===== config.mk =====
export PLATFORM = sky130hd
export DESIGN_NAME = tcw_ctrl
export DESIGN_NICKNAME = d
export VERILOG_FILES = /design/src/sv/tcw_pkg.sv /design/src/sv/tcw_ctrl.sv
export SDC_FILE = /design/constraint.sdc
export NUM_CORES = 1
export LEC_CHECK = 0
export BUFFER_PORTS_ARGS = -buffer_cell sky130_fd_sc_hd__buf_2
export CAP_MARGIN = 10
export CELL_PAD_IN_SITES_DETAIL_PLACEMENT = 0
export CELL_PAD_IN_SITES_GLOBAL_PLACEMENT = 1
export CORE_UTILIZATION = 37
export CTS_CLUSTER_DIAMETER = 60
export DETAILED_ROUTE_END_ITERATION = 10
export HOLD_SLACK_MARGIN = 0.06
export PLACE_DENSITY_LB_ADDON = 0.1
export SLEW_MARGIN = 5
export SYNTH_ARGS = -nofsm -noshare
export SYNTH_HDL_FRONTEND = slang
export SYNTH_SLANG_ARGS = --single-unit
export TNS_END_PERCENT = 100

===== constraint.sdc =====
create_clock -name clk -period 2.44 [get_ports clk]
set_clock_uncertainty 0.1 [all_clocks]
set_input_delay 0.366 -clock clk [delete_from_list [all_inputs] [get_ports clk]]
set_output_delay 0.366 -clock clk [all_outputs]
set_load 0.03 [all_outputs]

===== src/sv/tcw_pkg.sv =====
// Package with the shared constants, types and helpers of the text console window.
package tcw_pkg;

	localparam int DISPLAY_COLS = 40;
	localparam int DISPLAY_ROWS = 16;
	localparam int TAB_STOP = 8;
	localparam int CELLS = DISPLAY_COLS * DISPLAY_ROWS;
	localparam int COL_W = 6;
	localparam int ROW_W = 4;
	localparam int ADDR_W = $clog2(CELLS);
	localparam int CODE_W = 8;
	localparam int TAB_W = $clog2(TAB_STOP + 1);

	// Command codes.
	localparam logic [1:0] CMD_PUT = 2'd0;
	localparam logic [1:0] CMD_CLEAR = 2'd1;
	localparam logic [1:0] CMD_PEEK = 2'd2;
	localparam logic [1:0] CMD_NONE = 2'd3;

	// Register indexes.
	localparam logic [1:0] REG_LEFT = 2'd0;
	localparam logic [1:0] REG_TOP = 2'd1;
	localparam logic [1:0] REG_RIGHT = 2'd2;
	localparam logic [1:0] REG_BOTTOM = 2'd3;

	// Control characters.
	localparam logic [7:0] CH_TAB = 8'd9;
	localparam logic [7:0] CH_LF = 8'd10;
	localparam logic [7:0] CH_CR = 8'd13;
	localparam logic [7:0] CH_SPACE = 8'd32;

	// Commands from the controller to the datapath.
	typedef struct packed {
		logic load;       // capture the input transaction and clamp the cursor
		logic wr_code;    // write the character code at the cursor
		logic adv_col;    // advance the column after a write
		logic row_adv;    // advance the row (LF or wrap)
		logic home_col;   // carriage return
		logic home_all;   // cursor to window origin
		logic mov_start;  // start a row-copy pass of a scroll
		logic clr_start;  // start a clearing pass
		logic step;       // one cell of a walk: issue read or write
		logic peek_rd;    // issue the read of a peek
		logic peek_cap;   // capture the peek data
		logic tab_dec;    // one space of a tab done
		logic sweep_clr;  // clearing sweep after reset
	} tcw_cmd_t;

	// Status from the datapath to the controller.
	typedef struct packed {
		logic walk_last;  // current cell is the last of the walk
		logic row_wrap;   // column advance reaches the window width
		logic row_over;   // row advance leaves the window
		logic tab_last;   // last space of a tab
		logic sweep_last; // last cell of the reset sweep
	} tcw_sts_t;

	// Cell address of a display column and row.
	function automatic logic [ADDR_W-1:0] cell_addr(input logic [ROW_W-1:0] r,
			input logic [COL_W-1:0] c);
		logic [ADDR_W+1:0] a;
		a = (ADDR_W + 2)'(r) * (ADDR_W + 2)'(DISPLAY_COLS) + (ADDR_W + 2)'(c);
		return a[ADDR_W-1:0];
	endfunction

endpackage


===== src/sv/tcw_ctrl.sv =====
// Controller state machine of the text console window.
module tcw_ctrl (
	input  logic              clk,
	input  logic              arst_n,
	input  logic              in_valid,
	output logic              in_stall,
	input  logic [1:0]        command,
	input  logic [7:0]        char_in,
	output logic              out_valid,
	input  logic              out_stall,
	input  tcw_pkg::tcw_sts_t sts,
	output tcw_pkg::tcw_cmd_t cmd,
	output logic              res_load,
	output logic              busy
);

	typedef enum logic [7:0] {
		ST_SWEEP = 8'b0000_0001,
		ST_IDLE  = 8'b0000_0010,
		ST_EXEC  = 8'b0000_0100,
		ST_PUT   = 8'b0000_1000,
		ST_ROW   = 8'b0001_0000,
		ST_WALK  = 8'b0010_0000,
		ST_PEEK  = 8'b0100_0000,
		ST_DONE  = 8'b1000_0000
	} state_t;

	state_t state_q, state_d;
	logic [1:0] cmd_q;
	logic [7:0] ch_q;
	logic clear_q;
	logic tab_more_q;
	logic ovalid_q;

	// Next state and datapath commands.
	always_comb begin
		state_d = state_q;
		cmd = '0;
		res_load = 1'b0;
		unique case (state_q)
			ST_SWEEP: begin
				cmd.sweep_clr = 1'b1;
				if (sts.sweep_last) begin
					state_d = ST_IDLE;
				end
			end
			ST_IDLE: begin
				if (in_valid && !ovalid_q) begin
					cmd.load = 1'b1;
					state_d = ST_EXEC;
				end
			end
			ST_EXEC: begin
				if (cmd_q == tcw_pkg::CMD_PUT) begin
					if (ch_q == tcw_pkg::CH_CR) begin
						cmd.home_col = 1'b1;
						state_d = ST_DONE;
					end else if (ch_q == tcw_pkg::CH_LF) begin
						state_d = ST_ROW;
					end else begin
						state_d = ST_PUT;
					end
				end else if (cmd_q == tcw_pkg::CMD_CLEAR) begin
					cmd.clr_start = 1'b1;
					state_d = ST_WALK;
				end else if (cmd_q == tcw_pkg::CMD_PEEK) begin
					cmd.peek_rd = 1'b1;
					state_d = ST_PEEK;
				end else begin
					state_d = ST_DONE;
				end
			end
			ST_PUT: begin
				cmd.wr_code = 1'b1;
				cmd.adv_col = 1'b1;
				if (ch_q == tcw_pkg::CH_TAB) begin
					cmd.tab_dec = 1'b1;
				end
				if (sts.row_wrap) begin
					state_d = ST_ROW;
				end else if (ch_q == tcw_pkg::CH_TAB && !sts.tab_last) begin
					state_d = ST_PUT;
				end else begin
					state_d = ST_DONE;
				end
			end
			ST_ROW: begin
				cmd.row_adv = 1'b1;
				if (sts.row_over) begin
					cmd.mov_start = 1'b1;
					state_d = ST_WALK;
				end else if (tab_more_q) begin
					state_d = ST_PUT;
				end else begin
					state_d = ST_DONE;
				end
			end
			ST_WALK: begin
				cmd.step = 1'b1;
				if (sts.walk_last) begin
					if (clear_q) begin
						cmd.home_all = 1'b1;
						state_d = ST_DONE;
					end else if (tab_more_q) begin
						state_d = ST_PUT;
					end else begin
						state_d = ST_DONE;
					end
				end
			end
			ST_PEEK: begin
				cmd.peek_cap = 1'b1;
				res_load = 1'b1;
				state_d = ST_IDLE;
			end
			ST_DONE: begin
				res_load = 1'b1;
				state_d = ST_IDLE;
			end
			default: begin
				state_d = ST_IDLE;
			end
		endcase
	end

	// State, captured command and result handshake.
	always_ff @(posedge clk or negedge arst_n) begin
		if (!arst_n) begin
			state_q <= ST_SWEEP;
			cmd_q <= '0;
			ch_q <= '0;
			clear_q <= 1'b0;
			tab_more_q <= 1'b0;
			ovalid_q <= 1'b0;
		end else begin
			state_q <= state_d;
			if (cmd.load) begin
				cmd_q <= command;
				ch_q <= char_in;
				clear_q <= (command == tcw_pkg::CMD_CLEAR);
				tab_more_q <= 1'b0;
			end
			// A tab that still has spaces after this one resumes after the wrap.
			if (cmd.wr_code) begin
				tab_more_q <= (ch_q == tcw_pkg::CH_TAB) && !sts.tab_last;
			end
			if (res_load) begin
				ovalid_q <= 1'b1;
			end else if (!out_stall) begin
				ovalid_q <= 1'b0;
			end
		end
	end

	assign in_stall = !(state_q == ST_IDLE) || ovalid_q;
	assign out_valid = ovalid_q;
	assign busy = (state_q != ST_IDLE);

endmodule


==> flow_summary_export.csv <==
group,metric,value,unit
pwr,swShare,42.9,%
die,rows,19,
die,core_region_area,2850,µm²
die,die-area,3340,µm²
clocking,cts_tree,"done",
timing,slew_headroom,67.4,%
place,port_buffers,35,
logic_synthesis,synthCells,112,
routing,wire_per_inst,15.2,µm
timing,fmaxAchievable,422,MHz
logic_synthesis,synth_area,1150,µm²
pwr,p_int,0.973,mW
place,dpl_cell_area,1390,µm²
logic_synthesis,yosysSeqAreaShare,45.7,%
timing,fin_crit,2.37,ns
logic_synthesis,synth_enable_flop_cells,0,
logic_synthesis,yosysTopAreaCellShare,43.4,%
global_routing,grtUsageTotal,17.7,%
timing,rsz0062_at_grt,"true",
setup_path,crit_top_cell,"buf_4",
timing,drv_slew,0,
place,post-dp-hpwl,2100,µm
routing,ant_nets,0,
logic_synthesis,syn_avg_cell_area,10.3,µm²
routing,first_pass_iters,4,
logic_synthesis,synth_commonest_cells,"dfrtp_1 (20), mux2_2 (10), nand2_1 (9), nor2_1 (8), inv_1 (6)",
routing,vias,1085,
logic_synthesis,ys_ff_latch,21,
worst_hold_path,whs_path_depth,2,
setup_path,crit_end,"state_q[4]",
pwr,clkPwrFrac,10.0,%
timing,fin_crit_sh,97.2,%
setup_path,worstReg2RegStart,"state_q[4]",
global_routing,grt_max_degree,22,
cells_and_area,fill_cells,284,
cells_and_area,antennaDiodeCount,0,
pwr,seqPwrFrac,38.2,%
setup_path,timing.critical_path.required,2.58,ns
setup_path,crit_path_end_kind,"register",
clocking,cts_sinks,21,
setup_path,startpoint,"state_q[4]",
die,ioPinCount,36,
cells_and_area,multi_input_area,647,µm²
setup_path,r2r_end,"state_q[4]",
pwr,irDropWorstVdd,0.679,mV
logic_synthesis,synth_nets,131,
logic_synthesis,yosysUniqueCellTypes,38,
setup_path,rr_worst_depth,12,
die,fp.dieH,57.8,µm
routing,drt-total-wl,3020,µm
global_routing,grt_pass1_wl,4570,µm
flow_run,drv_cap,0,
clocking,clkLatencyLatePin,0.30,ns
routing,viasPerCell,5.48,
cells_and_area,regArea,531,µm²
setup_path,path_class,"register to register",
setup_path,crit_path_start_kind,"register",
logic_synthesis,ys_warn_count,0,
clocking,cts_made_buffers,3,
cells_and_area,nets,187,
timing,setup_violations,0,
logic_synthesis,async_flop_share,100,%
die,start_util,40.4,%
outcome,outcome,"finished clean",
logic_synthesis,ys.flop_type,"dfrtp_1",
cells_and_area,final_layout_size_suffix_gt1_share,50.3,%
setup_path,critical_path.cell_chain,"nor4_4, nand4b_1, buf_4, buf_4, buf_4, buf_4, buf_4, buf_4, buf_4, buf_6, nor3_2, a22o_1",
place,place_congestion,0.759,
pwr,power.switching,0.731,mW
clocking,clk_pin_slew_worst_paths,0.12,ns
logic_synthesis,synth_top_area_cell,"dfrtp_1",
die,die_width,57.8,µm
pwr,combPwrFrac,51.7,%
clocking,clk_path_buf_depth,2,
global_routing,grt-ovfl-total,0,
worst_hold_path,hp-class,"input pin to register",
pwr,p_per_area,1070,nW/µm²
setup_path,ff2ff_setup_slack,0.07,ns
routing,drtIter0Drc,35,
setup_path,crit_fanout,2,
global_routing,grt_antenna_before_repair,0,
pwr,power.leakage,0.795,nW
clocking,cts.htree.levels,1,
cells_and_area,final_cell_area,1590,µm²
logic_synthesis,synth_area_leaders,"dfrtp_1 (43%), mux2_2 (9.8%), nand2_1 (2.9%), nor4_1 (2.7%), nor2_1 (2.6%)",
setup_path,cp_slowest_stage_delay,0.45,ns
setup_path,critPathArrivalTime,2.51,ns
timing,hold_viol,0,
place,post-place-ws,0.218,ns
timing,worst_slew_pin_slew,0.490,ns
clocking,clock-root-buffer,"clkbuf_4",
logic_synthesis,yosysMostFrequentCell,"dfrtp_1",
global_routing,grt_pass1_vias,984,
cells_and_area,areaGrowthSynthToFinish,38.2,%
routing,post-route-drc-count,0,
setup_path,critical_path.slowest_cell,"dfrtp_2",
timing,setup_ws,0.0691,ns
[layout by cell type (no fill, tap or decap), types with 4 or more instances in the layout]
cell type  netlist  layout
buf_2            1      32
buf_4            1      18
dfrtp_1         20      17
inv_1            6       6
mux2_2          10      10
nand2_1          9       8
nand2b_1         4       4
nor2_1           8       8
nor2b_1          4       4
[stage by stage]
step | hold slack (ns) | total power, mW | cells | setup TNS, ns | util (%)
3_5_place_dp | 0.257 | 1.36 | 179 | 0 | 48.6
3_3_place_gp | 0.250 | 1.34 | 179 | 0 | 48.6
2_1_floorplan | -0.0296 | 1.15 | 112 | -0.0121 | -
5_1_grt | 0.0818 | 1.82 | 198 | -0.0321 | 55.8
6_report | 0.0821 | 1.70 | 198 | 0 | 55.8
4_1_cts | 0.0798 | 1.62 | 193 | 0 | 53.1
[logic make-up (layout without fill, tap and decap cells)]
logic type	after synthesis	after routing	synth area share, %
flip-flops	21	21	45.7
AND/OR/NAND/NOR	58	58	31.7
multiplexers	11	11	10.6
AO/OA/AOI/OAI	13	13	8.14
buffers and inverters	8	63	3.04
XOR/XNOR	1	1	0.760
[state kept, by name, indices dropped and copies added (netlist names)]
signal	flops
cmd_q	2
tab_more_q	1
state_q	8
ch_q	8
clear_q	1
out_valid	1
[worst min-delay path by stage]
stage	from	endpoint	slack (ns)
floorplan	arst_n	ch_q[0]	-0.03
detailed placement	arst_n	state_q[6]	0.26
global route	sts[0]	state_q[0]	0.08
CTS	sts[0]	state_q[0]	0.08
global placement	arst_n	state_q[6]	0.25
finish	sts[0]	state_q[0]	0.08
[critical path, delay by kind of cell (launching register included)]
family,cells,cell delay (ns)
simple gates,3,0.63
buf+inv,8,1.01
flops,1,0.45
compound gates,1,0.14
[power by group through the flow]
stage | registers (mW) | logic, mW | clock network (mW)
after CTS | 0.623 | 0.819 | 0.176
after global routing | 0.670 | 0.958 | 0.190
final | 0.651 | 0.882 | 0.171
after floorplan | 0.594 | 0.553 | 0
after global placement | 0.623 | 0.721 | 0
after detailed placement | 0.629 | 0.731 | 0
[final cells by class]
class	instances	area share [%]
Clock buffer	4	1.65
Inverter	6	1.41
Multi-Input combinational cell	83	40.6
Sequential cell	21	33.3
Tap cell	31	2.44
Timing Repair Buffer	53	20.6
[per-layer routing]
metal  up-vias  routed length, µm  GRT usage [%]
met5         -                  0              0
met4         0                 38           3.06
met3         4                135           2.46
met2        35               1600           31.9
met1       522               1240           23.0
li1        524                  -              -
[repair_timing]
item,4_1_cts,5_1_grt
endpoints found under the setup margin,5,7
pin swaps,3,3
resized for setup,8,12
hold buffers,1,0
hold endpoints to repair,20,0
setup buffers,9,5
Note: power is estimated with default switching activity, not from simulation.
